--- config.mk ---
export PLATFORM = sky130hd
export DESIGN_NAME = track_buffered_sector_reader_top
export DESIGN_NICKNAME = d
export VERILOG_FILES = /design/src/sv/tbsr_pkg.sv /design/src/sv/tbsr_divider.sv /design/src/sv/track_buffered_sector_reader_top.sv
export SDC_FILE = /design/constraint.sdc
export NUM_CORES = 1
export LEC_CHECK = 0
export ABC_AREA = 1
export BUFFER_PORTS_ARGS = -buffer_cell sky130_fd_sc_hd__buf_2
export CORE_MARGIN = 10
export CORE_UTILIZATION = 35
export CTS_CLUSTER_DIAMETER = 30
export CTS_CLUSTER_SIZE = 24
export DETAILED_ROUTE_END_ITERATION = 12
export HOLD_SLACK_MARGIN = 0.1
export PLACE_DENSITY_LB_ADDON = 0.08
export SYNTH_ARGS = -nofsm -noshare
export SYNTH_HDL_FRONTEND = slang
export SYNTH_SLANG_ARGS = --single-unit
export TNS_END_PERCENT = 5
--- constraint.sdc ---
create_clock -name clock -period 13.71 [get_ports clock]
set_input_delay 3.4275 -clock clock [delete_from_list [all_inputs] [get_ports clock]]
set_output_delay 3.4275 -clock clock [all_outputs]
set_load 0.02 [all_outputs]
--- src/sv/tbsr_pkg.sv ---
`timescale 1ns / 1ps
// ----------------------------------------------------------------------------
// tbsr_pkg
// Shared types and constants of the track buffered sector reader.
// ----------------------------------------------------------------------------
package tbsr_pkg;

   localparam int SEC_W    = 24;
   localparam int SPT_W    = 6;
   localparam int HEADS_W  = 8;
   localparam int START_W  = 25;
   localparam int STATUS_W = 8;
   localparam int RETRY_W  = 3;

   localparam int DEF_MAX_TRACK_SECTORS = 21;
   localparam int DEF_RETRY_LIMIT       = 5;

   localparam logic [SPT_W-1:0] SPT_RESET = 6'd7;

   // configuration register indexes
   localparam logic [1:0] REG_SPT   = 2'd0;
   localparam logic [1:0] REG_HEADS = 2'd1;
   localparam logic [1:0] REG_DRIVE = 2'd2;

   // result kinds
   localparam logic [1:0] KIND_READ  = 2'd0;
   localparam logic [1:0] KIND_OK    = 2'd1;
   localparam logic [1:0] KIND_ERROR = 2'd2;

   // request from control to the divider and back
   typedef struct packed {
      logic             start;
      logic [SEC_W-1:0] dividend;
      logic [HEADS_W-1:0] divisor;
   } div_req_type;

   typedef struct packed {
      logic             done;
      logic [SEC_W-1:0] quotient;
      logic [HEADS_W-1:0] remainder;
   } div_rsp_type;

endpackage

--- src/sv/tbsr_divider.sv ---
`timescale 1ns / 1ps
// ----------------------------------------------------------------------------
// tbsr_divider
// Restoring bit-serial divider, one quotient bit per cycle.
// ----------------------------------------------------------------------------
module tbsr_divider (
   input  logic                  clock,
   input  logic                  reset,
   input  tbsr_pkg::div_req_type div_req,
   output tbsr_pkg::div_rsp_type div_rsp
);

   localparam int CNT_W = $clog2(tbsr_pkg::SEC_W + 1);

   logic [tbsr_pkg::SEC_W-1:0]   quot_ff, quot_in;
   logic [tbsr_pkg::HEADS_W:0]   rem_ff, rem_in;
   logic [tbsr_pkg::HEADS_W-1:0] dvs_ff, dvs_in;
   logic [CNT_W-1:0]             cnt_ff, cnt_in;
   logic                         busy_ff, busy_in;
   logic                         done_ff, done_in;
   logic [tbsr_pkg::HEADS_W:0]   trial;

   always_comb begin
      quot_in = quot_ff;
      rem_in  = rem_ff;
      dvs_in  = dvs_ff;
      cnt_in  = cnt_ff;
      busy_in = busy_ff;
      done_in = 1'b0;
      trial   = {rem_ff[tbsr_pkg::HEADS_W-1:0], quot_ff[tbsr_pkg::SEC_W-1]};
      if (div_req.start) begin
         quot_in = div_req.dividend;
         rem_in  = '0;
         dvs_in  = div_req.divisor;
         cnt_in  = CNT_W'(tbsr_pkg::SEC_W);
         busy_in = 1'b1;
      end else if (busy_ff) begin
         if (trial >= {1'b0, dvs_ff}) begin
            rem_in  = trial - {1'b0, dvs_ff};
            quot_in = {quot_ff[tbsr_pkg::SEC_W-2:0], 1'b1};
         end else begin
            rem_in  = trial;
            quot_in = {quot_ff[tbsr_pkg::SEC_W-2:0], 1'b0};
         end
         cnt_in = cnt_ff - 1'b1;
         if (cnt_ff == CNT_W'(1)) begin
            busy_in = 1'b0;
            done_in = 1'b1;
         end
      end
   end

   always_ff @(posedge clock) begin
      quot_ff <= quot_in;
      rem_ff  <= rem_in;
      dvs_ff  <= dvs_in;
      cnt_ff  <= cnt_in;
      if (reset) begin
         busy_ff <= 1'b0;
         done_ff <= 1'b0;
      end else begin
         busy_ff <= busy_in;
         done_ff <= done_in;
      end
   end

   assign div_rsp.done      = done_ff;
   assign div_rsp.quotient  = quot_ff;
   assign div_rsp.remainder = rem_ff[tbsr_pkg::HEADS_W-1:0];

   no_done_while_busy : assert property (@(posedge clock) disable iff (reset)
      busy_ff |-> !done_ff) else $error("divider done while busy");
   done_after_last : assert property (@(posedge clock) disable iff (reset)
      (busy_ff && cnt_ff == CNT_W'(1) && !div_req.start) |=> done_ff)
      else $error("divider missed done");
   rem_below_divisor : assert property (@(posedge clock) disable iff (reset)
      (done_ff && dvs_ff != '0) |-> rem_ff < {1'b0, dvs_ff})
      else $error("remainder out of range");

endmodule

--- src/sv/track_buffered_sector_reader_top.sv ---
`timescale 1ns / 1ps
// ----------------------------------------------------------------------------
// track_buffered_sector_reader_top
// Logical sector to cylinder/head/sector reader with a one-track cache.
//
// req_ carries sector requests (tuser = 0) and read completions (tuser = 1).
// rsp_ gives read commands, success replies and error replies, at most one
// per request. csr_ writes sectors_per_track (0), head_count (1) and
// drive_number (2); write it only while idle.
// A sector request with a geometry runs two bit-serial divisions on one
// shared divider (ST_DIV1, ST_DIV2) and then ST_DEC registers its result;
// the next request is taken after the result leaves and ST_OUT returns to
// ST_IDLE. In linear addressing the divisions are skipped and ST_DEC
// registers the result. A completion's result is registered at its accept
// edge; the next request can follow once it leaves. One request at a time.
// The result sits in an output register; a stalled receiver holds it and
// req_tready stays low until it is taken.
// Reset clears the cache, the bad-track mark and the registers to
// sectors_per_track 7, head_count 0, drive_number 0.
// ----------------------------------------------------------------------------
module track_buffered_sector_reader_top #(
   parameter int MAX_TRACK_SECTORS = tbsr_pkg::DEF_MAX_TRACK_SECTORS,
   parameter int RETRY_LIMIT       = tbsr_pkg::DEF_RETRY_LIMIT
) (
   input  logic        clock,
   input  logic        reset,
   input  logic        req_tvalid,
   output logic        req_tready,
   input  logic [31:0] req_tdata,   // sector_number[23:0], read_status[31:24]
   input  logic        req_tuser,   // operation
   output logic        rsp_tvalid,
   input  logic        rsp_tready,
   output logic [79:0] rsp_tdata,   // cylinder, head, start_sector,
                                    // sector_count, buffer_offset, error_status
   output logic [1:0]  rsp_tuser,   // kind
   input  logic        csr_valid,
   output logic        csr_ready,
   input  logic [1:0]  csr_index,
   input  logic [7:0]  csr_data
);

   typedef enum logic [4:0] {
      ST_IDLE  = 5'b00001,
      ST_DIV1  = 5'b00010,
      ST_DIV2  = 5'b00100,
      ST_DEC   = 5'b01000,
      ST_OUT   = 5'b10000
   } state_type;

   localparam int SW = tbsr_pkg::SEC_W;
   localparam int HW = tbsr_pkg::HEADS_W;

   state_type state_ff, state_in;
   logic [tbsr_pkg::SPT_W-1:0]   spt_ff, spt_in;
   logic [HW-1:0]                heads_ff, heads_in;
   logic [7:0]                   drive_ff, drive_in;
   logic [1:0]                   phase_ff, phase_in; // 0 idle,1 track,2 single
   logic [SW-1:0]                ctrack_ff, ctrack_in, btrack_ff, btrack_in;
   logic                         cvalid_ff, cvalid_in, bvalid_ff, bvalid_in;
   logic [tbsr_pkg::RETRY_W-1:0] retry_ff, retry_in;
   logic [SW-1:0]                pcyl_ff, pcyl_in, ptrack_ff, ptrack_in;
   logic [HW-1:0]                phead_ff, phead_in;
   logic [tbsr_pkg::START_W-1:0] psec_ff, psec_in;
   logic [SW-1:0]                sec_ff, sec_in;
   logic                         ov_ff, ov_in;
   logic [79:0]                  od_ff, od_in;
   logic [1:0]                   ok_ff, ok_in;
   tbsr_pkg::div_req_type        div_req;
   tbsr_pkg::div_rsp_type        div_rsp;
   logic                         req_fire, linear, cacheable;
   logic [7:0]                   status;

   tbsr_divider u_div (.clock(clock), .reset(reset), .div_req(div_req),
                       .div_rsp(div_rsp));

   assign req_tready = (state_ff == ST_IDLE) && !ov_ff;
   assign req_fire   = req_tvalid && req_tready;
   assign csr_ready  = 1'b1;
   assign status     = req_tdata[31:24];
   assign linear     = (spt_ff == '0) || (heads_ff == '0);
   assign cacheable  = (heads_ff != '0) && (spt_ff > 6'd1) &&
                       ({2'b0, spt_ff} <= 8'(MAX_TRACK_SECTORS));
   assign rsp_tvalid = ov_ff;
   assign rsp_tdata  = od_ff;
   assign rsp_tuser  = ok_ff;

   function automatic logic [79:0] pack(input logic [SW-1:0] c,
      input logic [HW-1:0] h, input logic [24:0] s, input logic [5:0] n,
      input logic [5:0] o, input logic [7:0] e);
      pack = {3'b0, e, o, n, s, h, c};
   endfunction

   always_comb begin
      state_in  = state_ff;
      spt_in    = spt_ff;
      heads_in  = heads_ff;
      drive_in  = drive_ff;
      phase_in  = phase_ff;
      ctrack_in = ctrack_ff;
      cvalid_in = cvalid_ff;
      btrack_in = btrack_ff;
      bvalid_in = bvalid_ff;
      retry_in  = retry_ff;
      pcyl_in   = pcyl_ff;
      phead_in  = phead_ff;
      psec_in   = psec_ff;
      ptrack_in = ptrack_ff;
      sec_in    = sec_ff;
      ov_in     = ov_ff && !rsp_tready;
      od_in     = od_ff;
      ok_in     = ok_ff;
      div_req   = '{start: 1'b0, dividend: sec_ff, divisor: {2'b0, spt_ff}};

      if (csr_valid) begin
         unique case (csr_index)
            tbsr_pkg::REG_SPT: begin
               spt_in    = csr_data[5:0];
               cvalid_in = 1'b0;
            end
            tbsr_pkg::REG_HEADS: heads_in = csr_data;
            tbsr_pkg::REG_DRIVE: drive_in = csr_data;
            default: ;
         endcase
      end

      unique case (state_ff)
         ST_IDLE: begin
            if (req_fire) begin
               if (!req_tuser) begin
                  if (phase_ff == 2'd0) begin
                     sec_in = req_tdata[SW-1:0];
                     if (linear) begin
                        pcyl_in   = '0;
                        phead_in  = '0;
                        ptrack_in = '0;
                        psec_in   = {1'b0, req_tdata[SW-1:0]} + 25'd1;
                        state_in  = ST_DEC;
                     end else begin
                        div_req.start    = 1'b1;
                        div_req.dividend = req_tdata[SW-1:0];
                        state_in         = ST_DIV1;
                     end
                  end
               end else if (phase_ff == 2'd1) begin
                  if (status == '0) begin
                     ctrack_in = ptrack_ff;
                     cvalid_in = 1'b1;
                     phase_in  = 2'd0;
                     ok_in = tbsr_pkg::KIND_OK;
                     od_in = pack('0, '0, '0, '0, psec_ff[5:0] - 6'd1, '0);
                  end else begin
                     btrack_in = ptrack_ff;
                     bvalid_in = 1'b1;
                     cvalid_in = 1'b0;
                     retry_in  = tbsr_pkg::RETRY_W'(RETRY_LIMIT - 1);
                     phase_in  = 2'd2;
                     ok_in = tbsr_pkg::KIND_READ;
                     od_in = pack(pcyl_ff, phead_ff, psec_ff, 6'd1, '0, '0);
                  end
                  ov_in = 1'b1;
               end else if (phase_ff == 2'd2) begin
                  if (status == '0) begin
                     phase_in = 2'd0;
                     ok_in = tbsr_pkg::KIND_OK;
                     od_in = '0;
                  end else if (retry_ff != '0) begin
                     retry_in = retry_ff - 1'b1;
                     ok_in = tbsr_pkg::KIND_READ;
                     od_in = pack(pcyl_ff, phead_ff, psec_ff, 6'd1, '0, '0);
                  end else begin
                     phase_in = 2'd0;
                     ok_in = tbsr_pkg::KIND_ERROR;
                     od_in = pack('0, '0, '0, '0, '0, status);
                  end
                  ov_in = 1'b1;
               end
            end
         end
         ST_DIV1: begin
            if (div_rsp.done) begin
               // track = sec / spt, sector = remainder + 1
               ptrack_in        = div_rsp.quotient;
               psec_in          = {17'b0, div_rsp.remainder} + 25'd1;
               div_req.start    = 1'b1;
               div_req.dividend = div_rsp.quotient;
               div_req.divisor  = heads_ff;
               state_in         = ST_DIV2;
            end
         end
         ST_DIV2: begin
            if (div_rsp.done) begin
               pcyl_in  = div_rsp.quotient;
               phead_in = div_rsp.remainder;
               state_in = ST_DEC;
            end
         end
         ST_DEC: begin
            if (cacheable && cvalid_ff && ctrack_ff == ptrack_ff) begin
               ok_in = tbsr_pkg::KIND_OK;
               od_in = pack('0, '0, '0, '0, psec_ff[5:0] - 6'd1, '0);
            end else if (cacheable && !(bvalid_ff && btrack_ff == ptrack_ff)) begin
               phase_in = 2'd1;
               ok_in = tbsr_pkg::KIND_READ;
               od_in = pack(pcyl_ff, phead_ff, 25'd1, spt_ff, '0, '0);
            end else begin
               cvalid_in = 1'b0;
               retry_in  = tbsr_pkg::RETRY_W'(RETRY_LIMIT - 1);
               phase_in  = 2'd2;
               ok_in = tbsr_pkg::KIND_READ;
               od_in = pack(pcyl_ff, phead_ff, psec_ff, 6'd1, '0, '0);
            end
            ov_in    = 1'b1;
            state_in = ST_OUT;
         end
         ST_OUT: begin
            if (!ov_ff) state_in = ST_IDLE;
         end
         default: state_in = ST_IDLE;
      endcase
   end

   always_ff @(posedge clock) begin
      pcyl_ff   <= pcyl_in;
      phead_ff  <= phead_in;
      psec_ff   <= psec_in;
      ptrack_ff <= ptrack_in;
      sec_ff    <= sec_in;
      od_ff     <= od_in;
      ok_ff     <= ok_in;
      if (reset) begin
         state_ff  <= ST_IDLE;
         spt_ff    <= tbsr_pkg::SPT_RESET;
         heads_ff  <= '0;
         drive_ff  <= '0;
         phase_ff  <= 2'd0;
         ctrack_ff <= '0;
         cvalid_ff <= 1'b0;
         btrack_ff <= '0;
         bvalid_ff <= 1'b0;
         retry_ff  <= '0;
         ov_ff     <= 1'b0;
      end else begin
         state_ff  <= state_in;
         spt_ff    <= spt_in;
         heads_ff  <= heads_in;
         drive_ff  <= (drive_in == drive_ff) ? drive_ff : drive_in;
         phase_ff  <= phase_in;
         ctrack_ff <= ctrack_in;
         cvalid_ff <= cvalid_in;
         btrack_ff <= btrack_in;
         bvalid_ff <= bvalid_in;
         retry_ff  <= retry_in;
         ov_ff     <= ov_in;
      end
   end

   no_accept_while_full : assert property (@(posedge clock) disable iff (reset)
      ov_ff |-> !req_tready) else $error("request accepted over pending result");
   dec_gives_result : assert property (@(posedge clock) disable iff (reset)
      state_ff == ST_DEC |=> ov_ff) else $error("no result after decode");
   phase_legal : assert property (@(posedge clock) disable iff (reset)
      phase_ff != 2'd3) else $error("bad phase");

endmodule
==> flow_metrics.env <==
export IMPL_skew_ns=0.0292
export IMPL_drt_iter0_drc=668
export IMPL_num_nets_final=1775
export IMPL_setup_tns_ns=0
export IMPL_avgRoutedWirePerCell_um=16.3
export IMPL_period_share_pct=37.3
export IMPL_r2r_end="rsp_tdata[38]"
export IMPL_outcome="finished, final reports clean"
export IMPL_clock_latency_ns=0.59
export IMPL_leakage_uw=0.00752
export IMPL_antenna_found_initial=7
export IMPL_totalPowerFinal_uw=3870
export IMPL_gp_congestion=0.855
export IMPL_hold_violations=0
export IMPL_clock_sinks=305
export IMPL_netlist_instances=1543
export IMPL_h_tree_depth=3
export IMPL_vias=10700
export IMPL_grt_pass1_vias=10800
export IMPL_multiInputGateArea_mm2=0.00478
export IMPL_layout_commonest_cell="nand2_1"
export IMPL_start_kind="input pin"
export IMPL_grt_use_total_pct=15.0
export IMPL_area_growth_syn_to_layout_pct=28.2
export IMPL_min_path_cells=2
export IMPL_io_buffers=128
export IMPL_path_clk_slew_ns=0.04
export IMPL_ff2ff_setup_slack_ns=10.87
export IMPL_slew_viol_final=0
export IMPL_ys_types=49
export IMPL_core_rowCount=73
export IMPL_cts_buffers=79
export IMPL_grt_pass1_wl_um=59400
export IMPL_drtAntennaViolNets=0
export IMPL_tightest_slew_ns=1.22
export IMPL_dieArea_mm2=0.0489
export IMPL_die_y_um=221
export IMPL_cp_max_fo=25
export IMPL_syn_avg_cell_area_um2=9.17
export IMPL_dr_pass1_iters=5
export IMPL_cts_resized=0
export IMPL_seq_area_frac_synth_pct=58.4
export IMPL_critPathCaptureType="flip-flop"
export IMPL_crit_end="rsp_tdata[57]"
export IMPL_startpoint="req_tdata[30]"
export IMPL_cts_tree="built"
export IMPL_grt_overflow=0
export IMPL_setup_viol=0
export IMPL_fmax_mhz=196
export IMPL_cts_setup_buffers=0
export IMPL_cts_hold_buf=0
export IMPL_critPathArrivalTime_ns=5.44
export IMPL_start_util_pct=35.5
export IMPL_dp_hpwl_um=25900
export IMPL_rr_worst_depth=7
export IMPL_slew_headroom_pct=18.5
export IMPL_cts_root_buf="clkbuf_16"
export IMPL_core_area_mm2=0.0398
export IMPL_power_density_mw_per_mm2=213
export IMPL_most_common_layout_cells="nand2_1 (288), nor2_1 (218), edfxtp_1 (215)"
export IMPL_syn_area_mm2=0.0141
export IMPL_regArea_mm2=0.00826
export IMPL_drive_gt1_share_pct=19.5
export IMPL_synth_seq_cells=305
export IMPL_clockBufferDepth=3
export IMPL_avgViaCountPerCell=4.64
export IMPL_drc_errors=0
export IMPL_max_cap_violations=0
export IMPL_die_width_um=221
export IMPL_num_fill_cells=3949
export IMPL_crit_type="in2reg"
export IMPL_io_pin_count=133
export IMPL_yosysWarnings=0
export IMPL_worstHoldPathType="reg2reg"
export IMPL_peakVddDrop_mv=0.111
export IMPL_grt_max_degree=60
export IMPL_rsz0062_at_grt="no"
export IMPL_wl_um=37500
export IMPL_cp_required_ns=14.04
export IMPL_fin_crit_ns=5.11
export IMPL_r2r_start="state_ff[2]"
## cell type report
class / count / area share, %
Clock inverter: 59 / 4.55
Inverter: 223 / 4.62
Multi-Input combinational cell: 963 / 26.3
Sequential cell: 305 / 45.5
Antenna cell: 3 / 0.0414
Tap cell: 525 / 3.62
Clock buffer: 88 / 11.3
Timing Repair Buffer: 139 / 3.99
## registers in the layout, indices dropped and copies added, names as in the netlist, 3 cells and up
register / cells
ctrack_ff: 24
u_div.cnt_ff: 5
pcyl_ff: 24
btrack_ff: 24
spt_ff: 6
phead_ff: 8
u_div.rem_ff: 8
sec_ff: 23
state_ff: 5
u_div.quot_ff: 24
psec_ff: 25
rsp_tdata: 77
ptrack_ff: 24
heads_ff: 8
retry_ff: 3
u_div.dvs_ff: 8
## synthesized netlist by cell type (all sizes together)
cell type,number,area (um^2)
clkinv,1,3.75
a22o,1,8.76
o21a,3,22.5
nor3,23,138
ha,15,188
nand3,70,368
xor2,12,105
conb,2,7.51
o31ai,2,15.0
or3b,1,8.76
edfxtp,215,6460
nand3b,1,7.51
inv,222,833
clkbuf,22,82.6
xnor2,21,184
fa,1,20.0
nor4,6,43.8
o22ai,3,25.0
or2,24,150
o211ai,6,45.0
nor3b,22,165
dfxtp,90,1800
nor2,229,905
a211oi,2,15.0
o21ai,106,561
nand2,296,1140
a21o,1,7.51
o32ai,2,17.5
a21oi,97,497
nand4,14,93.8
buf,33,235
## report_power, final
group | internal, uW | total, uW | switching (uW)
clock network | 1370 | 1960 | 590
logic | 197 | 654 | 456
registers | 1170 | 1260 | 85.0
## worst max-delay path, stage by stage
cell and delay [ns]:
buf_2 0.10, inv_1 0.06, nand4_1 0.10, nor2_1 0.30, nor2_2 0.09, inv_2 0.07, a21oi_2 0.06, nor2_2 0.95
nand2_1 0.09, o21ai_0 0.13, inv_1 0.06
## per-stage QoR
stage / hold slack [ns] / util [%] / area (um^2) / std cells / worst slack, ns
after floorplan: 0.434 / - / 14200 / 1546 / 5.66
after global placement: 0.445 / 38.3 / 15300 / 2155 / 8.04
final: 0.453 / 45.5 / 18100 / 2305 / 8.60
after global routing: 0.472 / 45.5 / 18100 / 2303 / 8.33
after CTS: 0.457 / 45.5 / 18100 / 2302 / 8.63
after detailed placement: 0.450 / 38.3 / 15300 / 2155 / 8.03
## metal layers
metal / vias to the layer above / GRT usage (%) / routed length [um]
met1: 5015 / 19.6 / 18000
met5: - / 0 / 62
met3: 66 / 3.95 / 1670
met2: 210 / 23.8 / 17100
li1: 5406 / - / -
met4: 8 / 4.67 / 695
## worst min path at each step
stage                  startpoint       endpoint
floorplan            btrack_ff[1]   btrack_ff[1]
global placement    btrack_ff[15]  btrack_ff[15]
detailed placement  btrack_ff[14]  btrack_ff[14]
CTS                 btrack_ff[14]  btrack_ff[14]
global route        btrack_ff[20]  btrack_ff[20]
finish               btrack_ff[3]   btrack_ff[3]
## cells by family (layout without fill, tap and decap cells)
group,after synthesis,count (layout),synth area share (%)
AND/OR/NAND/NOR,686,686,21.3
buffers and inverters,278,509,8.16
XOR/XNOR,33,33,2.04
AO/OA/AOI/OAI,223,223,8.58
flip-flops,305,305,58.4
other,2,8,0.0531
adder cells (fa/ha/maj),16,16,1.47
Note: power is estimated with default switching activity, not from simulation.
